`config.mk`:
```
export PLATFORM = sky130hd
export DESIGN_NAME = fifo_queue_with_search_remove
export DESIGN_NICKNAME = d
export VERILOG_FILES = /design/src/rtl/fqs_pkg.sv /design/src/rtl/fqs_ram.sv /design/src/rtl/fifo_queue_with_search_remove.sv
export SDC_FILE = /design/constraint.sdc
export NUM_CORES = 1
export LEC_CHECK = 0
export ABC_AREA = 1
export ABC_CLOCK_PERIOD_IN_PS = 6900
export BUFFER_PORTS_ARGS = -buffer_cell sky130_fd_sc_hd__buf_2
export CAP_MARGIN = 20
export CORE_MARGIN = 3
export CORE_UTILIZATION = 35
export CTS_CLUSTER_SIZE = 16
export DETAILED_ROUTE_END_ITERATION = 10
export HOLD_SLACK_MARGIN = 0.06
export PLACE_DENSITY = 0.49
export SLEW_MARGIN = 10
export SYNTH_ARGS = -nofsm -noshare
export SYNTH_HDL_FRONTEND = slang
export SYNTH_SLANG_ARGS = --single-unit
```
`constraint.sdc`:
```
create_clock -name clk -period 6.9 [get_ports clk]
set_input_delay 1.38 -clock clk [delete_from_list [all_inputs] [get_ports clk]]
set_output_delay 1.38 -clock clk [all_outputs]
set_load 0.01 [all_outputs]
```
`src/rtl/fqs_pkg.sv`:
```
// Shared types, constants and helpers for the FIFO queue with search and remove.
// No dependencies; imported by the top level and the testbench.
package fqs_pkg;

  localparam int DEPTH   = 16;
  localparam int ADDR_W  = $clog2(DEPTH);
  localparam int CNT_W   = $clog2(DEPTH + 1);
  localparam int VALUE_W = 32;
  localparam int FUNC_W  = 3;
  localparam int POS_W   = 4;
  localparam int FOUND_W = 5;
  localparam int STAT_W  = 2;

  typedef enum logic [FUNC_W-1:0] {
    OP_ENQ    = 3'd0,
    OP_DEQ    = 3'd1,
    OP_FIND   = 3'd2,
    OP_REMOVE = 3'd3,
    OP_CLEAR  = 3'd4
  } op_t;

  typedef enum logic [STAT_W-1:0] {
    STAT_OK     = 2'd0,
    STAT_EMPTY  = 2'd1,
    STAT_FULL   = 2'd2,
    STAT_BADPOS = 2'd3
  } status_t;

  localparam logic signed [FOUND_W-1:0] FOUND_NONE = '1;

  // Ring address of the entry at offset off from the head.
  function automatic logic [ADDR_W-1:0] slot_of(input logic [ADDR_W-1:0] head,
                                                input logic [ADDR_W-1:0] off);
    logic [ADDR_W:0] sum;
    sum = {1'b0, head} + {1'b0, off};
    if (sum >= (ADDR_W+1)'(DEPTH)) begin
      sum = sum - (ADDR_W+1)'(DEPTH);
    end
    return sum[ADDR_W-1:0];
  endfunction

endpackage

```
`src/rtl/fqs_ram.sv`:
```
// Generic single-write, single-read RAM with a registered read port.
// No dependencies; holds the queue entries.
module fqs_ram #(
  parameter int WIDTH = 32,
  parameter int DEPTH = 16
) (
  input  logic                     clk,
  input  logic                     we,
  input  logic [$clog2(DEPTH)-1:0] waddr,
  input  logic [WIDTH-1:0]         wdata,
  input  logic [$clog2(DEPTH)-1:0] raddr,
  output logic [WIDTH-1:0]         rdata
);

  logic [WIDTH-1:0] mem [DEPTH];

  always_ff @(posedge clk) begin
    if (we) begin
      mem[waddr] <= wdata;
    end
    rdata <= mem[raddr];
  end

endmodule

```
`src/rtl/fifo_queue_with_search_remove.sv`:
```
// Top level of the bounded FIFO queue with search and remove.
// Depends on fqs_pkg (types, constants, slot_of) and fqs_ram (entry store).
//
//   channel  | direction | handshake        | payload
//   ---------+-----------+------------------+--------------------------------------
//   in_      | request   | tvalid / tready  | tuser: func; tdata: value, position
//   out_     | result    | tvalid / tready  | tdata: data, found_index, status, count
//
// Timing: enqueue, clear, unused codes, flagged requests, a find on an empty queue
// and a remove of the last entry finish in the accept cycle; dequeue reads the RAM
// on accept and answers from S_DEQ; find steps through S_FIND one entry at a time
// up to the first match; remove moves one entry per cycle in S_RMV. The single RAM
// read port sets this pace. Reset clears head, count, state and the result valid
// flag; entry contents are not cleared and are never read before being written.
// A stalled result register holds the request side off until the result is taken.
module fifo_queue_with_search_remove
  import fqs_pkg::*;
(
  input  logic        clk,
  input  logic        rst_n,
  // request channel
  input  logic        in_tvalid,
  output logic        in_tready,
  input  logic [2:0]  in_tuser,   // [2:0] func
  input  logic [39:0] in_tdata,   // [31:0] value, [35:32] position, [39:36] zero
  // result channel
  output logic        out_tvalid,
  input  logic        out_tready,
  output logic [47:0] out_tdata   // [31:0] data, [36:32] found_index,
                                  // [38:37] status, [43:39] count, [47:44] zero
);

  typedef enum logic [3:0] {
    S_IDLE = 4'b0001,
    S_DEQ  = 4'b0010,
    S_FIND = 4'b0100,
    S_RMV  = 4'b1000
  } state_t;

  state_t state_r, state_nxt;

  logic [ADDR_W-1:0]  head_r, head_nxt;
  logic [CNT_W-1:0]   occ_r, occ_nxt;
  logic [ADDR_W-1:0]  idx_r, idx_nxt;
  logic [VALUE_W-1:0] key_r, key_nxt;

  // result register
  logic                      out_valid_r;
  logic [VALUE_W-1:0]        out_data_r;
  logic signed [FOUND_W-1:0] out_found_r;
  status_t                   out_status_r;
  logic [CNT_W-1:0]          out_count_r;

  logic                      res_load;
  logic [VALUE_W-1:0]        res_data;
  logic signed [FOUND_W-1:0] res_found;
  status_t                   res_status;

  // RAM port
  logic               ram_we;
  logic [ADDR_W-1:0]  ram_waddr, ram_raddr;
  logic [VALUE_W-1:0] ram_wdata, ram_rdata;

  // request fields
  logic               accept;
  op_t                in_func;
  logic [VALUE_W-1:0] in_value;
  logic [POS_W-1:0]   in_pos;
  logic [CNT_W-1:0]   pos_ext;

  assign in_func  = op_t'(in_tuser);
  assign in_value = in_tdata[VALUE_W-1:0];
  assign in_pos   = in_tdata[VALUE_W +: POS_W];
  assign pos_ext  = CNT_W'(in_pos);

  // Take a request only between operations, and only when the result register
  // is empty or being drained this cycle.
  assign in_tready = (state_r == S_IDLE) && (!out_valid_r || out_tready);
  assign accept    = in_tvalid && in_tready;

  fqs_ram #(
    .WIDTH (VALUE_W),
    .DEPTH (DEPTH)
  ) u_entries (
    .clk   (clk),
    .we    (ram_we),
    .waddr (ram_waddr),
    .wdata (ram_wdata),
    .raddr (ram_raddr),
    .rdata (ram_rdata)
  );

  always_comb begin
    state_nxt  = state_r;
    head_nxt   = head_r;
    occ_nxt    = occ_r;
    idx_nxt    = idx_r;
    key_nxt    = key_r;
    res_load   = 1'b0;
    res_data   = '0;
    res_found  = FOUND_NONE;
    res_status = STAT_OK;
    ram_we     = 1'b0;
    ram_waddr  = '0;
    ram_wdata  = '0;
    ram_raddr  = head_r;

    unique case (state_r)
      S_IDLE: begin
        if (accept) begin
          unique case (in_func)
            OP_ENQ: begin
              res_load = 1'b1;
              if (occ_r == CNT_W'(DEPTH)) begin
                res_status = STAT_FULL;            // drop the value
              end else begin
                ram_we    = 1'b1;
                ram_waddr = slot_of(head_r, occ_r[ADDR_W-1:0]);
                ram_wdata = in_value;
                occ_nxt   = occ_r + 1'b1;
              end
            end
            OP_DEQ: begin
              if (occ_r == '0) begin
                res_load   = 1'b1;
                res_status = STAT_EMPTY;
              end else begin
                // read the front now, hand the word out next cycle
                ram_raddr = head_r;
                head_nxt  = slot_of(head_r, ADDR_W'(1));
                occ_nxt   = occ_r - 1'b1;
                state_nxt = S_DEQ;
              end
            end
            OP_FIND: begin
              key_nxt = in_value;
              if (occ_r == '0) begin
                res_load = 1'b1;
              end else begin
                ram_raddr = head_r;
                idx_nxt   = '0;
                state_nxt = S_FIND;
              end
            end
            OP_REMOVE: begin
              if (pos_ext >= occ_r) begin
                res_load   = 1'b1;
                res_status = STAT_BADPOS;
              end else if (pos_ext == occ_r - 1'b1) begin
                // last entry: nothing behind it to move up
                res_load = 1'b1;
                occ_nxt  = occ_r - 1'b1;
              end else begin
                ram_raddr = slot_of(head_r, ADDR_W'(in_pos) + 1'b1);
                idx_nxt   = ADDR_W'(in_pos);
                state_nxt = S_RMV;
              end
            end
            OP_CLEAR: begin
              res_load = 1'b1;
              head_nxt = '0;
              occ_nxt  = '0;
            end
            default: begin
              res_load = 1'b1;                     // unused code: no operation
            end
          endcase
        end
      end

      S_DEQ: begin
        res_load  = 1'b1;
        res_data  = ram_rdata;
        state_nxt = S_IDLE;
      end

      S_FIND: begin
        // ram_rdata holds the entry at position idx_r
        if (ram_rdata == key_r) begin
          res_load  = 1'b1;
          res_found = FOUND_W'(idx_r);
          state_nxt = S_IDLE;
        end else if (CNT_W'(idx_r) + 1'b1 == occ_r) begin
          res_load  = 1'b1;
          state_nxt = S_IDLE;
        end else begin
          ram_raddr = slot_of(head_r, idx_r + 1'b1);
          idx_nxt   = idx_r + 1'b1;
        end
      end

      S_RMV: begin
        // ram_rdata holds the entry at idx_r + 1; move it up one place
        ram_we    = 1'b1;
        ram_waddr = slot_of(head_r, idx_r);
        ram_wdata = ram_rdata;
        if (CNT_W'(idx_r) + 2'd2 == occ_r) begin
          res_load  = 1'b1;
          occ_nxt   = occ_r - 1'b1;
          state_nxt = S_IDLE;
        end else begin
          ram_raddr = slot_of(head_r, idx_r + 2'd2);
          idx_nxt   = idx_r + 1'b1;
        end
      end

      default: begin
        state_nxt = S_IDLE;
      end
    endcase
  end

  always_ff @(posedge clk) begin
    if (!rst_n) begin
      state_r     <= S_IDLE;
      head_r      <= '0;
      occ_r       <= '0;
      out_valid_r <= 1'b0;
    end else begin
      state_r <= state_nxt;
      head_r  <= head_nxt;
      occ_r   <= occ_nxt;
      if (res_load) begin
        out_valid_r <= 1'b1;
      end else if (out_tready) begin
        out_valid_r <= 1'b0;
      end
    end
  end

  // Payload registers: no reset needed
  always_ff @(posedge clk) begin
    idx_r <= idx_nxt;
    key_r <= key_nxt;
    if (res_load) begin
      out_data_r   <= res_data;
      out_found_r  <= res_found;
      out_status_r <= res_status;
      out_count_r  <= occ_nxt;
    end
  end

  assign out_tvalid = out_valid_r;
  assign out_tdata  = {4'b0000, out_count_r, out_status_r, out_found_r, out_data_r};

endmodule

```
==> results of run 1 <==
-- routing by layer --
metal	GRT usage (%)	vias to the layer above	share of wire, %
met5	0	-	0
met4	5.888	0	2.2
li1	-	10250	-
met3	3.465	131	7.3
met1	28.92	10550	45
met2	32.58	788	46
-- critical path, stage by stage (launching register included) --
cell and delay, ns:
dfxtp_1 0.34, inv_2 0.08, nand4_1 0.57, nor2_2 0.33, nand2_2 0.22, nor2_4 0.36, buf_4 0.52, nand3_1 0.13
o21a_1 0.16, inv_1 0.07, nand2_1 0.23, nor2_4 0.93, buf_4 0.43
-- cell type report --
cell class	count	area [um^2]
fillers	8076	49720
flip-flops and latches	638	18700
multi-input cells	1747	8653
clock buffers	95	2076
inverters	404	1521
well taps	1134	1419
repair buffers	168	1174
clock inverters	44	429.2
diodes	1	2.502
-- placed cells by master, fill, tap and decap left out, drive strengths merged, types with 5 or more instances in the layout --
cell type and n:
o211ai 6, ha 24, fa 5, bufinv 6
nor2 121, nand2 799, dfxtp 46, a31oi 5
nand3 370, o21ai 60, nand4 273, inv 407
buf 168, nor3 11, xnor2 18, clkinv 28
edfxtp 592, clkbuf 95, xor2 12, a21oi 23
clkinvlp 7
-- path summary, 6_finish.rpt --
kind,end,slack [ns],depth (start not counted)
hold / removal,out_tvalid,0.50,2
hold reg to reg,out_tvalid,0.50,2
setup / recovery,u_entries.mem[3][6],2.14,12
setup reg to reg,u_entries.mem[3][6],2.14,12
-- metrics by stage --
stage / setup slack [ns] / utilization (%)
floorplan: 2.356 / -
global placement: 1.565 / 37.54
detailed placement: 1.547 / 37.57
CTS: 2.119 / 40.56
global route: 1.810 / 40.59
finish: 2.139 / 40.59
-- registers in the layout, summed over array words and instances (netlist names) --
signal	flops
out_count_r	5
u_entries.mem	512
key_r	32
out_found_r	5
out_tvalid	1
state_r	4
u_entries.rdata	32
occ_r	5
out_data_r	32
head_r	4
out_status_r	2
idx_r	4
-- cell usage after synthesis, types with 2 or more instances --
library cell / count
o211ai_1: 6
buf_6: 2
clkbuf_1: 18
xor2_1: 12
nand3_2: 3
buf_2: 147
nand2_1: 793
nand3_4: 2
nor2_2: 6
fa_1: 5
o21ai_1: 3
nor2_4: 2
inv_2: 20
dfxtp_1: 46
a21oi_1: 23
buf_4: 11
edfxtp_1: 592
nor3_1: 9
a221oi_1: 3
nand3_1: 365
ha_1: 24
nor2_1: 113
inv_1: 382
a31oi_1: 5
nand4_1: 272
o21ai_0: 56
xnor2_1: 18
nand2_2: 5
clkinv_1: 2
-- kinds of logic after synthesis --
group,after synthesis,synth area share (%)
AOI/OAI and AO/OA,105,1.974
xor gates and xnor gates,30,0.8876
adders and majority gates,29,1.353
buffers and inverters,583,8.204
DFF,638,63.17
other,1,0.01267
and+or+nand+nor,1579,24.40
-- where the power goes --
part           total (mW)  internal (mW)  switching, mW
registers            4.77           4.58          0.191
logic                6.44           1.90           4.54
clock network        4.02           2.37           1.65
total                15.2           8.85           6.38
==> qor.csv, run 1 <==
metric,value,unit
critPathMaxFanout,29,
finalMaxSlewViolations,0,
synth_top_area_share,60.06,%
arrival,5.04,ns
tns,0,ns
status,finished clean,
dp_hpwl,50.49,mm
finalPower,15.23,mW
drt_pass1_iterations,5,
synth_area_leaders,"edfxtp_1, nand2_1, nand3_1",
fin_crit_sh,69.01,%
cp-start-kind,flop,
gp_congestion,0.8432,
worstPathRequired,7.18,ns
clk_path_buf_depth,3,
tightestPinTransition,1.407,ns
cts_setup_buffers,0,
synth.distinct_cells,49,
finalNetCount,3110,
grt.total_usage,20.51,%
grt-ovfl-total,0,
cts_sinks,638,
drt_wl_total,91.85,mm
relSlewSlack,6.206,%
p_leak,13.94,nW
first_iter_violations,2069,
post_synth_inst_count,2965,
design_area,0.03397,mm^2
finalNonFillerCells,4231,
yosysTopAreaCell,edfxtp_1,
clk_pin_slew_worst_paths,0.06,ns
antenna_left,0,
first_global_vias,20720,
cts_root_buf,clkbuf_16,
core.rowCount,106,
placed_area,0.03144,mm^2
rsz0062_at_grt,no,
syn_area,0.02960,mm^2
yosysSeqAreaShare,63.17,%
syn_avg_cell_area,9.983,um^2
syn_to_final_growth,14.77,%
h-tree-depth,3,
drv_cap,0,
fmax,210.0,MHz
grt_max_degree,217,
skew,0.03345,ns
crit_type,reg -> reg,
initial_core_util,35.37,%
startpoint,state_r[2],
coreArea,0.08369,mm^2
setup_viol,0,
synth-seq-cells,638,
rr_startpoint,state_r[2],
synth_edf_count,592,
hold_slack,0.5047,ns
dp.cells,4088,
postCtsHoldBufs,0,
die_area,0.08810,mm^2
cts_buffers,75,
async_flop_share,0,%
clk-insertion-delay-late,0.63,ns
wl_per_cell,21.71,um
end_kind,flop,
fin_crit,4.761,ns
worstHoldStart,out_tvalid,
drc,0,
antenna_found_initial,4,
avgViaCountPerCell,5.133,
routed-via-count,21720,
grt_pass1_wl,137.3,mm
peakVddDrop,872.0,uV
die_w,296.8,um
power_density,448.3,mW/mm^2
drive_gt1_share,11.40,%
hold_class,reg -> reg,
die_h,296.8,um
yosys_warnings,0,
port_buffers,88,
synthFlopType,edfxtp_1,
cts_resized,0,
tritoncts,done,
boundaryPins,97,
finalHoldViolations,0,
(Power assumes the default switching activity.)
==> inputs of run 2 (changes only) <==
--- a/config.mk
+++ b/config.mk
@@ -6,7 +6,7 @@
 export NUM_CORES = 1
 export LEC_CHECK = 0
 export ABC_AREA = 1
-export ABC_CLOCK_PERIOD_IN_PS = 6900
+export ABC_CLOCK_PERIOD_IN_PS = 3900
 export BUFFER_PORTS_ARGS = -buffer_cell sky130_fd_sc_hd__buf_2
 export CAP_MARGIN = 20
 export CORE_MARGIN = 3
@@ -14,7 +14,7 @@
 export CTS_CLUSTER_SIZE = 16
 export DETAILED_ROUTE_END_ITERATION = 10
 export HOLD_SLACK_MARGIN = 0.06
-export PLACE_DENSITY = 0.49
+export PLACE_DENSITY = 0.51
 export SLEW_MARGIN = 10
 export SYNTH_ARGS = -nofsm -noshare
 export SYNTH_HDL_FRONTEND = slang
==> constraint.sdc (replaced) <==
create_clock -name clk -period 3.9 [get_ports clk]
set_input_delay 0.78 -clock clk [delete_from_list [all_inputs] [get_ports clk]]
set_output_delay 0.78 -clock clk [all_outputs]
set_load 0.01 [all_outputs]
==> run 2 against run 1 <==
Against the previous run:
- largest power group unchanged
- wire length down 1.4%
- sequential cell count unchanged
- combinational power is 86% higher
- highest routed layer unchanged
- utilization increased by 0.71 points
- clock-buffer cell count is the same
- clock skew about the same
- design area rose by 1.8%
- die area is the same
- largest cell class unchanged
- critical path depth shrank 1
- via count is 1.9% higher
- first-iteration DRC count about the same
- final cell count is 1.0% higher
==> qor.csv, run 2 (same netlist as run 1, synthesis figures left out) <==
metric,value,unit,change
worstPathRequired,4.15,ns,-3.03 ns
finalMaxSlewViolations,0,,unchanged
first_global_vias,20970,,+1.2%
whs_path_depth,1,,-1
clk_pin_slew_worst_paths,0.05,ns,about the same
final_common_cell,nand2_1,,
antenna_left,0,,unchanged
h-tree-depth,3,,unchanged
drv_cap,0,,unchanged
finalPower,26.91,mW,+77%
gp_congestion,0.8830,,+4.7%
avgViaCountPerCell,5.179,,+0.90%
tightestPinTransition,1.056,ns,-0.3513 ns
drt_wl_total,90.60,mm,-1.4%
grt_max_degree,97,,-55%
cts_setup_buffers,0,,unchanged
core.rowCount,106,,unchanged
syn_to_final_growth,16.79,%,
drt_pass1_iterations,5,,unchanged
boundaryPins,97,,unchanged
final_cell_mix,"nand2_1, edfxtp_1, inv_1",,
cts_buffers,71,,-5.3%
tritoncts,done,,
grt_pass1_wl,136.4,mm,-0.71%
fin_crit,3.494,ns,-1.268 ns
power_density,778.5,mW/mm^2,+74%
cts_resized,0,,unchanged
utilization,41.31,%,+0.71 points
die_w,296.8,um,unchanged
end_kind,flop,,
p_leak,14.23,nW,+2.1%
cp-start-kind,flop,,
fin_crit_sh,89.58,%,+21 points
crit_type,reg -> reg,,
initial_core_util,35.37,%,unchanged
critPathMaxFanout,15,,-48%
grt-ovfl-total,0,,unchanged
arrival,3.74,ns,-1.30 ns
grt.total_usage,20.33,%,-0.17 points
r2r_cells,11,,-1
placed_area,0.03227,mm^2,+2.6%
fillers,8006,,-0.87%
skew,0.03346,ns,+0.000007500 ns
hold_slack,0.3570,ns,-0.1478 ns
rsz0062_at_grt,no,,
hold_class,in -> reg,,
wl_per_cell,21.19,um,-2.4%
coreArea,0.08369,mm^2,unchanged
clk-insertion-delay-late,0.62,ns,about the same
finalHoldViolations,0,,unchanged
drive_gt1_share,12.55,%,+1.1 points
largest_reg_flops,512,,unchanged
clk_path_buf_depth,3,,unchanged
tns,0,ns,unchanged
dp_hpwl,52.97,mm,+4.9%
cts_root_buf,clkbuf_16,,
antenna_found_initial,3,,-1
finalNetCount,3158,,+1.5%
cts_sinks,638,,unchanged
first_iter_violations,2071,,+0.097%
port_buffers,88,,unchanged
largest-register,u_entries.mem,,
relSlewSlack,29.55,%,+23 points
fmax,286.2,MHz,+36%
die_area,0.08810,mm^2,unchanged
setup_viol,0,,unchanged
postCtsHoldBufs,0,,unchanged
design_area,0.03457,mm^2,+1.8%
routed-via-count,22140,,+1.9%
status,finished clean,,
peakVddDrop,722.4,uV,-17%
die_h,296.8,um,unchanged
drc,0,,unchanged
-- run 2: changes by cell type in the layout (fill, tap and decap cells not counted), sizes merged --
cell	previous run	this run
inv	407	404
clkinvlp	7	2
clkinv	28	31
diode	1	2
bufinv	6	2
buf	168	220
-- run 2: report_power, final --
group          switching (mW)  total (mW)  internal, mW  leakage, nW
clock                    2.77        6.54          3.77         1.13
combinational            8.01        12.0          3.95         7.31
sequential              0.307        8.41          8.11         5.79
total                    11.1        26.9          15.8         14.2
-- run 2: routing by layer --
| layer | track usage [%] | vias up | share of wire, % |
|---|---|---|---|
| met1 | 28.89 | 10730 | 44 |
| met5 | 0 | - | 0 |
| li1 | - | 10340 | - |
| met2 | 31.50 | 901 | 45 |
| met4 | 6.810 | 0 | 2.9 |
| met3 | 3.552 | 164 | 7.8 |
-- run 2: layout make-up --
| type | count | area (um^2) | share of cell area (%) |
|---|---|---|---|
| Antenna cell | 2 | 5.005 | 0.01448 |
| Clock buffer | 95 | 1999 | 5.784 |
| Clock inverter | 35 | 295.3 | 0.8541 |
| Inverter | 404 | 1519 | 4.394 |
| Multi-Input combinational cell | 1747 | 8653 | 25.03 |
| Sequential cell | 638 | 18700 | 54.09 |
| Tap cell | 1134 | 1419 | 4.104 |
| Timing Repair Buffer | 220 | 1982 | 5.733 |
-- run 2: worst paths after layout --
path	slack, ns	end	from
worst max-delay path	0.41	u_entries.mem[11][21]	occ_r[0]
worst min-delay path	0.36	key_r[17]	in_tdata[17]
worst max register to register	0.41	u_entries.mem[11][21]	occ_r[0]
worst min register to register	0.49	out_tvalid	out_tvalid
-- run 2: stage by stage --
step	setup slack [ns]	cells
finish	0.4063	4275
global route	0.2396	4273
CTS	0.3962	4273
detailed placement	0.2330	4143
global placement	0.1648	4143
floorplan	-0.04427	2968
-- run 2: critical path, cell delays in order (launching register included) --
cell and delay, ns:
dfxtp_1 0.55, inv_2 0.18, ha_1 0.31, nand3_1 0.17, nand2_1 0.14, nor2_4 0.26, inv_1 0.09, o32ai_1 0.33
buf_4 0.19, nand2_1 0.25, nor2_4 0.23, buf_4 0.38
